[src/design/double_ended_queue_defines.svh]
`ifndef DOUBLE_ENDED_QUEUE_DEFINES_SVH
`define DOUBLE_ENDED_QUEUE_DEFINES_SVH

`ifndef NO_ASSERTIONS

// Same-cycle implication.
`define DEQ_ASSERT_IMPLIES(label, clk, rst, ante, cons, msg) \
   label: assert property (@(posedge clk) disable iff (rst) (ante) |-> (cons)) \
      else $error(msg);

// Next-cycle implication.
`define DEQ_ASSERT_NEXT(label, clk, rst, ante, cons, msg) \
   label: assert property (@(posedge clk) disable iff (rst) (ante) |=> (cons)) \
      else $error(msg);

`else

`define DEQ_ASSERT_IMPLIES(label, clk, rst, ante, cons, msg)
`define DEQ_ASSERT_NEXT(label, clk, rst, ante, cons, msg)

`endif

`endif

[src/design/deq_pkg.sv]
package deq_pkg;

   localparam logic [2:0] CMD_PUSH_FRONT = 3'd0;
   localparam logic [2:0] CMD_PUSH_BACK  = 3'd1;
   localparam logic [2:0] CMD_LIST_ALL   = 3'd2;
   localparam logic [2:0] CMD_POP_FRONT  = 3'd3;
   localparam logic [2:0] CMD_POP_BACK   = 3'd4;

   localparam logic [1:0] STATUS_OK    = 2'd0;
   localparam logic [1:0] STATUS_EMPTY = 2'd1;
   localparam logic [1:0] STATUS_FULL  = 2'd2;

   typedef struct packed {
      logic [2:0]         cmd;
      logic signed [31:0] item_value;
   } req_type;

   typedef struct packed {
      logic signed [31:0] element;
      logic [1:0]         status;
      logic               element_valid;
      logic               last_of_run;
   } rsp_type;

   typedef struct packed {
      logic [1:0] status;
      logic       element_valid;
      logic       last_of_run;
   } meta_type;

endpackage

[src/design/deq_chan_if.sv]
interface deq_chan_if #(
   parameter type payload_type = logic
);
   logic        valid;
   logic        ready;
   payload_type data;

   modport source (output valid, output data, input ready);
   modport sink   (input valid, input data, output ready);
endinterface

[src/design/double_ended_queue.sv]
// Double-ended queue of signed 32-bit values in a single ring memory of CAPACITY entries,
// with a front index and a fill count. A push or pop is accepted and returns one status
// result; back to back pushes and pops sustain one per cycle while the result side keeps
// taking. A list command first enters the list state, then streams one element per cycle
// from front to back while the result side keeps taking, that pace set by the single read
// port of the ring memory; no new request is taken until the last element has been read
// out. No clearing pass runs after reset: only occupied entries are ever read.
`include "double_ended_queue_defines.svh"

module double_ended_queue #(
   parameter int CAPACITY = 64
) (
   input logic         clock,
   input logic         reset,
   deq_chan_if.sink    req_chan,
   deq_chan_if.source  rsp_chan
);

   localparam int IW = $clog2(CAPACITY);
   localparam int CW = $clog2(CAPACITY + 1);

   localparam logic ST_IDLE = 1'b0;
   localparam logic ST_LIST = 1'b1;

   logic signed [31:0] ring_mem [CAPACITY];
   logic signed [31:0] mem_q_ff;

   logic               state_ff, state_in;
   logic [IW-1:0]      front_ff, front_in;
   logic [CW-1:0]      count_ff, count_in;
   logic [IW-1:0]      rd_addr_ff, rd_addr_in;
   logic [CW-1:0]      rem_ff, rem_in;
   logic               q_valid_ff, q_valid_in;
   deq_pkg::meta_type  q_meta_ff, q_meta_in;
   logic               rsp_valid_ff, rsp_valid_in;
   deq_pkg::rsp_type   rsp_data_ff;

   logic               advance;
   logic               q_free;
   logic               req_ready;
   logic               accept;
   logic               q_load;
   logic               wr_en;
   logic [IW-1:0]      wr_addr;
   logic               rd_en;
   logic               full;
   logic               empty;
   logic [IW-1:0]      front_dec;
   logic [IW:0]        back_sum;
   logic [IW-1:0]      back_slot;

   function automatic logic [IW-1:0] slot_inc(input logic [IW-1:0] s);
      logic [IW-1:0] r;
      if (s == IW'(CAPACITY - 1)) begin
         r = '0;
      end else begin
         r = s + 1'b1;
      end
      return r;
   endfunction

   assign advance   = !rsp_valid_ff || rsp_chan.ready;
   assign q_free    = !q_valid_ff || advance;
   assign req_ready = (state_ff == ST_IDLE) && q_free;
   assign accept    = req_chan.valid && req_ready;

   assign full      = (count_ff >= CW'(CAPACITY));
   assign empty     = (count_ff == '0);
   assign front_dec = (front_ff == '0) ? IW'(CAPACITY - 1) : front_ff - 1'b1;
   assign back_sum  = {1'b0, front_ff} + (IW + 1)'(count_ff);
   assign back_slot = (back_sum >= (IW + 1)'(CAPACITY)) ?
                      IW'(back_sum - (IW + 1)'(CAPACITY)) : back_sum[IW-1:0];

   always_comb begin
      state_in   = state_ff;
      front_in   = front_ff;
      count_in   = count_ff;
      rd_addr_in = rd_addr_ff;
      rem_in     = rem_ff;
      wr_en      = 1'b0;
      wr_addr    = back_slot;
      rd_en      = 1'b0;
      q_load     = 1'b0;
      q_meta_in  = q_meta_ff;

      unique case (state_ff)
         ST_IDLE: begin
            if (accept) begin
               unique case (req_chan.data.cmd) inside
                  deq_pkg::CMD_PUSH_FRONT, deq_pkg::CMD_PUSH_BACK: begin
                     q_load = 1'b1;
                     if (full) begin
                        q_meta_in = '{deq_pkg::STATUS_FULL, 1'b0, 1'b1};
                     end else begin
                        wr_en    = 1'b1;
                        count_in = count_ff + 1'b1;
                        if (req_chan.data.cmd == deq_pkg::CMD_PUSH_FRONT) begin
                           wr_addr  = front_dec;
                           front_in = front_dec;
                        end
                        q_meta_in = '{deq_pkg::STATUS_OK, 1'b0, 1'b1};
                     end
                  end
                  deq_pkg::CMD_LIST_ALL: begin
                     if (empty) begin
                        q_load    = 1'b1;
                        q_meta_in = '{deq_pkg::STATUS_EMPTY, 1'b0, 1'b1};
                     end else begin
                        state_in   = ST_LIST;
                        rd_addr_in = front_ff;
                        rem_in     = count_ff;
                     end
                  end
                  deq_pkg::CMD_POP_FRONT, deq_pkg::CMD_POP_BACK: begin
                     q_load = 1'b1;
                     if (empty) begin
                        q_meta_in = '{deq_pkg::STATUS_EMPTY, 1'b0, 1'b1};
                     end else begin
                        count_in = count_ff - 1'b1;
                        if (req_chan.data.cmd == deq_pkg::CMD_POP_FRONT) begin
                           front_in = slot_inc(front_ff);
                        end
                        q_meta_in = '{deq_pkg::STATUS_OK, 1'b0, 1'b1};
                     end
                  end
                  default: begin
                  end
               endcase
            end
         end
         ST_LIST: begin
            if (q_free) begin
               rd_en      = 1'b1;
               q_load     = 1'b1;
               q_meta_in  = '{deq_pkg::STATUS_OK, 1'b1, (rem_ff == CW'(1))};
               rd_addr_in = slot_inc(rd_addr_ff);
               rem_in     = rem_ff - 1'b1;
               if (rem_ff == CW'(1)) begin
                  state_in = ST_IDLE;
               end
            end
         end
         default: begin
            state_in = ST_IDLE;
         end
      endcase
   end

   always_comb begin
      if (q_load) begin
         q_valid_in = 1'b1;
      end else if (advance) begin
         q_valid_in = 1'b0;
      end else begin
         q_valid_in = q_valid_ff;
      end
      rsp_valid_in = advance ? q_valid_ff : rsp_valid_ff;
   end

   always_ff @(posedge clock) begin
      if (wr_en) begin
         ring_mem[wr_addr] <= req_chan.data.item_value;
      end
      if (rd_en) begin
         mem_q_ff <= ring_mem[rd_addr_ff];
      end
   end

   always_ff @(posedge clock) begin
      if (reset) begin
         state_ff     <= ST_IDLE;
         front_ff     <= '0;
         count_ff     <= '0;
         q_valid_ff   <= 1'b0;
         rsp_valid_ff <= 1'b0;
      end else begin
         state_ff     <= state_in;
         front_ff     <= front_in;
         count_ff     <= count_in;
         q_valid_ff   <= q_valid_in;
         rsp_valid_ff <= rsp_valid_in;
      end
   end

   always_ff @(posedge clock) begin
      rd_addr_ff <= rd_addr_in;
      rem_ff     <= rem_in;
      if (q_load) begin
         q_meta_ff <= q_meta_in;
      end
      if (advance && q_valid_ff) begin
         rsp_data_ff.element       <= q_meta_ff.element_valid ? mem_q_ff : '0;
         rsp_data_ff.status        <= q_meta_ff.status;
         rsp_data_ff.element_valid <= q_meta_ff.element_valid;
         rsp_data_ff.last_of_run   <= q_meta_ff.last_of_run;
      end
   end

   assign req_chan.ready = req_ready;
   assign rsp_chan.valid = rsp_valid_ff;
   assign rsp_chan.data  = rsp_data_ff;

   `DEQ_ASSERT_IMPLIES(a_count_bound, clock, reset, 1'b1, count_ff <= CW'(CAPACITY),
      "fill count beyond capacity")
   `DEQ_ASSERT_IMPLIES(a_no_accept_in_list, clock, reset, state_ff == ST_LIST, !req_ready,
      "request accepted while listing")
   `DEQ_ASSERT_NEXT(a_push_counts, clock, reset,
      accept && !full && (req_chan.data.cmd == deq_pkg::CMD_PUSH_FRONT ||
      req_chan.data.cmd == deq_pkg::CMD_PUSH_BACK),
      count_ff == $past(count_ff) + 1'b1, "push did not advance fill count")

endmodule

[src/flat_wrapper.sv]
// flat-port wrapper written by rule: the top's interface ports become plain ports
module double_ended_queue_flat 
#(
   parameter int CAPACITY = 64
)
  (clock, reset, req_chan_valid, req_chan_data, req_chan_ready, rsp_chan_valid, rsp_chan_data, rsp_chan_ready);
  deq_chan_if #(.payload_type(deq_pkg::req_type)) req_chan_i ();
  deq_chan_if #(.payload_type(deq_pkg::rsp_type)) rsp_chan_i ();
  input logic clock;
  input logic reset;
  input wire logic [$bits(req_chan_i.valid)-1:0] req_chan_valid;
  input wire logic [$bits(req_chan_i.data)-1:0] req_chan_data;
  output wire logic [$bits(req_chan_i.ready)-1:0] req_chan_ready;
  output wire logic [$bits(rsp_chan_i.valid)-1:0] rsp_chan_valid;
  output wire logic [$bits(rsp_chan_i.data)-1:0] rsp_chan_data;
  input wire logic [$bits(rsp_chan_i.ready)-1:0] rsp_chan_ready;
  assign req_chan_i.valid = req_chan_valid;
  assign req_chan_i.data = req_chan_data;
  assign req_chan_ready = req_chan_i.ready;
  assign rsp_chan_valid = rsp_chan_i.valid;
  assign rsp_chan_data = rsp_chan_i.data;
  assign rsp_chan_i.ready = rsp_chan_ready;
  double_ended_queue #(.CAPACITY(CAPACITY)) u_core (.clock(clock), .reset(reset), .req_chan(req_chan_i), .rsp_chan(rsp_chan_i));
endmodule
[config.mk]
export PLATFORM = sky130hd
export DESIGN_NAME = double_ended_queue_flat
export DESIGN_NICKNAME = d
export VERILOG_FILES = /design/src/design/deq_pkg.sv /design/src/design/deq_chan_if.sv /design/src/design/double_ended_queue.sv /design/src/flat_wrapper.sv
export VERILOG_INCLUDE_DIRS = /design/src /design/src/design
export SDC_FILE = /design/constraint.sdc
export NUM_CORES = 2
export LEC_CHECK = 0
export ABC_AREA = 0
export BUFFER_PORTS_ARGS = -buffer_cell sky130_fd_sc_hd__buf_2
export CAP_MARGIN = 20
export CORE_ASPECT_RATIO = 0.5
export CORE_MARGIN = 1.5
export CORE_UTILIZATION = 30
export DETAILED_ROUTE_END_ITERATION = 10
export SLEW_MARGIN = 0
export SYNTH_ARGS = -nofsm -noshare
export SYNTH_HDL_FRONTEND = slang
export SYNTH_SLANG_ARGS = --single-unit
export TNS_END_PERCENT = 20
[constraint.sdc]
create_clock -name clock -period 15.2 [get_ports clock]
set_input_delay 1.52 -clock clock [delete_from_list [all_inputs] [get_ports clock]]
set_output_delay 1.52 -clock clock [all_outputs]
set_load 0.005 [all_outputs]
# [Yosys cells after proc, flatten, opt, wreduce, memory -nomap -nowiden]
# Memory sizes are Yosys's and may differ from the RTL's. A register that Yosys moved wholly into a read port is not among the register bits.
# Index checks and enable logic that the tools add are counted.
[totals] reg_bits=69 latch_bits=0 ram_bits=2048 mem_bits_ro=0 inputBits=39 output_inout_bits=38 elab_cells=116 memories=1
[mem_list] memory="u_core.ring_mem" words=64 width=32 rd=1 rd_clocked_by_memory_dff=1 wr=1 line="double_ended_queue.sv:25" source="logic signed [31:0] ring_mem [CAPACITY];"
[op_classes] n_addsub=8 n_mul=0 div=0 magnitude_cmp=2 n_eq_ne=17 shift=0 muxes=54 bitwise=1 n_reduce_logical=19
[op_table] op="$mux W6" n=17
[op_table] op="$mux W7" n=6
[op_table] op="$pmux W7 S2" n=2
[op_table] op="$pmux W6 S2" n=2
[op_table] op="$mux W1" n=17
[op_table] op="$mux W4" n=4
[op_table] op="$ge A7 B7 Y1 const B" n=2
[op_table] op="$sub A7 B1 Y7 const B" n=2
[op_table] op="$add A6 B1 Y6 const B" n=2
[op_table] op="$eq A6 B6 Y1 const B" n=2
[op_table] op="$pmux W4 S3" n=1
[op_table] op="$sub A6 B1 Y6 const B" n=2
[op_table] op="$ne A2 B2 Y1 const B" n=5
[op_table] op="$reduce_and A5 Y1" n=2
[op_table] op="$pmux W4 S2" n=1
[op_table] op="$add A6 B7 Y7" n=1
[op_table] op="$add A7 B1 Y7 const B" n=1
[op_table] op="$eq A7 B1 Y1 const B" n=1
[op_table] op="$logic_not A7 Y1" n=1
[op_table] op="$reduce_and A7 Y1" n=1
[op_table] op="$eq A3 B2 Y1 const B" n=2
[op_table] op="$logic_not A6 Y1" n=1
[op_table] op="$ne A2 B1 Y1 const B" n=3
[op_table] op="$pmux W1 S2" n=3
[op_table] op="14 further kinds" n=20

# [Logic depth before layout (Yosys ltp)]
[depth] depth_word=9 mapped_depth=11 ltp_nobuf=10

# [Worst setup path after synthesis]
# Ideal clock, no wire load.
[synth_timing] path_kind="in2reg" start="in req_chan_data[34]" end="mem u_core.ring_mem[38][0], enable pin" setup_ns=0.461 t_arrival_ns=5.120 t_required_ns=14.739 slack_ns=9.619 path_stages=8 path_buffers=3 path_cell_list="buf_2 -> nor4_4 -> nand4_4 -> mux2_2 -> nand2b_1 -> buf_2 -> buf_6 -> nor3_1"
[synth_via] elab_chain_cells=7 word_cells_on_any_way=13 classes_between="eq/ne: 1; mux: 10; reduce/logical: 2"
[synth_lines] item="from (decl)" line="flat_wrapper.sv:12" source="input wire logic [$bits(req_chan_i.data)-1:0] req_chan_data;"
[synth_lines] item="$eq A3 B1 Y1 (no line) or $logic_not A3 Y1 (tied branches)"
[synth_lines] item="$reduce_or A2 Y1" line="double_ended_queue.sv:89" source="unique case (req_chan.data.cmd) inside"
[synth_lines] item="$mux W1" line="double_ended_queue.sv:89"
[synth_lines] item="$mux W1" line="double_ended_queue.sv:88" source="if (accept) begin"
[synth_lines] item="$mux W1" line="double_ended_queue.sv:86" source="unique case (state_ff)"
[synth_lines] item="$mux W1" line="double_ended_queue.sv:161" source="if (wr_en) begin"
[synth_lines] item="$mux W1 (implied by the code)" line="double_ended_queue.sv:162" source="ring_mem[wr_addr] <= req_chan.data.item_value;"
[synth_lines] item="to (decl)" line="double_ended_queue.sv:25"
# Parallel ways exist; a longest one is shown, timed or not.

==> run_results.csv <==
group,metric,value,unit
clock_tree,cts_buffers,205,
setup_path,worstPathRequired,15.70,ns
synth,syn-num-nets,3720,
synth,synth_cell_types,70,
synth,synth_top_area_share,0.7717,
clock_tree,numClockSinks,2149,
layout,postLayoutCellArea,94840,um^2
layout,final_cells,7717,
clock_tree,cts_resized,0,
sta,timing_hold_violations_final,0,
floorplanning,pin_count,77,
clock_tree,hold_buffers,0,
setup_path,critPathMaxFanout,68,
floorplanning,dieArea,280000,um^2
synth,syn_area,83000,um^2
route,wire_per_inst,28.07,um
sta,skew,0.03573,ns
clock_tree,cts_buffer_depth,3,
synth,synth_cells,3663,
grt,grt_max_degree,123,
grt,grt_pass1_vias,39660,
floorplanning,start_util,0.3018,
clock_tree,post-cts-setup-buffer-count,0,
clock_tree,root_buffer,"clkbuf_16",
sta,period_minus_slack,5.114,ns
setup_path,cp.arrival,5.62,ns
sta,setup_viol,0,
synth,syn_area_per_cell,22.66,um^2
synth,yosysWarningCount,0,
synth,synth_area_leaders,"edfxtp_1, mux4_2, mux2i_1",
pwr,peakVddDrop,0.08999,mV
synth,synth_top_area_cell,"edfxtp_1",
route,viasPerCell,5.136,
placement,hpwl,121500,um
run,drv_cap,0,
floorplanning,fp.dieH,374.9,um
synth,synth_commonest_cells,"edfxtp_1, mux4_2, nand2_1",
sta,slew-limit-headroom,0.2045,
synth,yosysMostFrequentCell,"edfxtp_1",
clock_tree,clk_pin_slew,0.06,ns
sta,hold_ws,0.4279,ns
placement,gp_congestion,0.8114,
floorplanning,core_area,275000,um^2
route,vias,39640,
layout,fin_nets,3945,
sta,tightest_slew,1.193,ns
sta,rsz0062_at_grt,"false",
sta,fin_setup_tns,0,ns
route,drtPass1Iterations,7,
placement,port_buffers,76,
grt,grtUsageTotal,0.1511,
clock_tree,cts_tree,"built",
floorplanning,die_w,746.9,um
clock_tree,htree_levels,4,
hold_path,min_from,"u_core.q_meta_ff[0]",
sta,slew_viol_final,0,
grt,antenna_found_initial,17,
route,drt_iter0_drc,4982,
grt,grt_pass1_wl,304600,um
route,wirelength,216600,um
synth,yosysSeqAreaShare,0.7756,
synth,async_flop_share,0,
layout,ff_latch_area,64370,um^2
setup_path,ff2ff_path_depth,8,
setup_path,crit_type,"reg -> reg",
clock_tree,insertion_delay,0.83,ns
route,drtAntennaViolNets,0,
pwr,p_leak,0.02910,uW
outcome,status,"completed",
setup_path,crit_path_end_kind,"flip-flop",
pwr,power.density,138.3,nW/um^2
placement,dpl_cell_area,88500,um^2
hold_path,min_path_cells,0,
route,drc,0,
sta,post-route-period-util,0.3364,
synth,ys.flop_type,"edfxtp_1",
synth,synth-seq-cells,2149,
grt,overflow,0,
setup_path,rr_startpoint,"u_core.rd_addr_ff[1]",
layout,drive_gt1_frac,0.2871,
setup_path,rr_endpoint,"u_core.mem_q_ff[22]",
placement,place_inst,7337,
layout,multi_input_area,17880,um^2
layout,utilization,0.3449,
setup_path,cp-start-kind,"flip-flop",
setup_path,worst-r2r-setup-slack,10.09,ns
floorplanning,rows,136,
hold_path,hp-class,"reg -> reg",
sta,fmax,0.1955,GHz
synth,synth_edf_count,2133,
hold_path,min_to,"u_core.rsp_chan.data[0]",
layout,fill_cells,25250,
layout,area.growth.synth_to_final,14.27,%
metal layers:
layer | GRT usage | share of wire
met5 | 0 | 0.00030
met4 | 0.04190 | 0.027
met2 | 0.2532 | 0.49
met1 | 0.2033 | 0.40
met3 | 0.02664 | 0.078
cell usage in the layout, fill, tap and decap left out, types with 4 or more instances in the layout:
master     netlist  final
buf_4           38    142
o21ai_1          4      4
clkbuf_16        0    209
buf_2           49     76
a32oi_1         28     28
clkinv_2         0     33
o221ai_1         4      4
bufinv_16        0      9
nand3_1         12     12
nor2b_1         15     13
a21o_1           7      7
ha_1            16     16
xor2_1           6      6
a21oi_1         65     65
nor2_1          39     38
dfxtp_1         16     16
and2_1          36     36
nor3_2          19     45
o21ai_0         21     21
mux4_2         572    572
mux2_2           5      5
nor3_4           0     19
xnor2_1         11     11
inv_1           19     18
inv_6            0      7
a211oi_2         0      7
a22oi_1          7      7
o22ai_1         58     58
clkbuf_1        86     47
clkinv_1         0     60
a211oi_1        33     26
mux2i_1         66     65
buf_12           0      4
edfxtp_1      2133   2133
nand2b_1         5      5
nand2_1        153    153
area by class of cell:
cell class,instances,area share
Antenna cell,2,0.00005277
Sequential cell,2149,0.6787
Inverter,21,0.0008839
Tap cell,3657,0.04824
Multi-Input combinational cell,1284,0.1885
Clock buffer,258,0.05729
Clock inverter,119,0.009235
Timing Repair Buffer,227,0.01703
how the worst max path moves through the flow:
stage	from	endpoint	slack (ns)
global route	u_core.rd_addr_ff[1]	u_core.mem_q_ff[26]	10.03
detailed placement	req_chan_data[34]	u_core.ring_mem[17][25]	9.94
finish	u_core.rd_addr_ff[1]	u_core.mem_q_ff[22]	10.09
CTS	u_core.rd_addr_ff[1]	u_core.mem_q_ff[22]	9.90
floorplan	req_chan_data[34]	u_core.ring_mem[38][0]	9.62
global placement	u_core.rd_addr_ff[1]	u_core.mem_q_ff[18]	9.04
power by group:
part	switching (uW)	leakage, uW	total (uW)	internal (uW)
logic	1040	0.00669	1640	602
registers	46.3	0.0193	6650	6600
clock network	2150	0.00309	4830	2680
stage by stage:
stage                     setup slack (ns)  total power, uW
after floorplan                      9.619             7708
after global placement               9.042             8389
after detailed placement             9.937             8425
after CTS                            9.895            13210
after global routing                 10.03            13500
final                                10.09            13120
state kept, by name, summed over array words and instances, names as in the netlist:
| name | count |
|---|---|
| u_core.rem_ff | 7 |
| u_core.q_valid_ff | 1 |
| u_core.count_ff | 7 |
| u_core.rsp_chan.data | 36 |
| u_core.front_ff | 6 |
| u_core.state_ff | 1 |
| u_core.rd_addr_ff | 6 |
| u_core.q_meta_ff | 4 |
| u_core.ring_mem | 2048 |
| u_core.rsp_chan.valid | 1 |
| u_core.mem_q_ff | 32 |
worst max-delay path, stage by stage, from the launching register on:
cell	delay, ns
edfxtp_1	0.64
buf_4	0.43
buf_16	0.32
buf_4	0.85
buf_4	0.91
mux4_2	0.42
mux4_2	0.57
a21oi_1	0.19
o22ai_1	0.12
kinds of logic (layout without fill, tap and decap cells):
logic type	Yosys count	in the layout	share of synthesized area
compound gates	248	248	0.01982
simple gates	358	358	0.02202
flops	2149	2149	0.7756
xor+xnor	17	17	0.001794
other cells	0	2	0
buf+inv	230	625	0.01405
fa+ha+maj	18	18	0.002894
mux	643	643	0.1638
(Power assumes the default switching activity.)
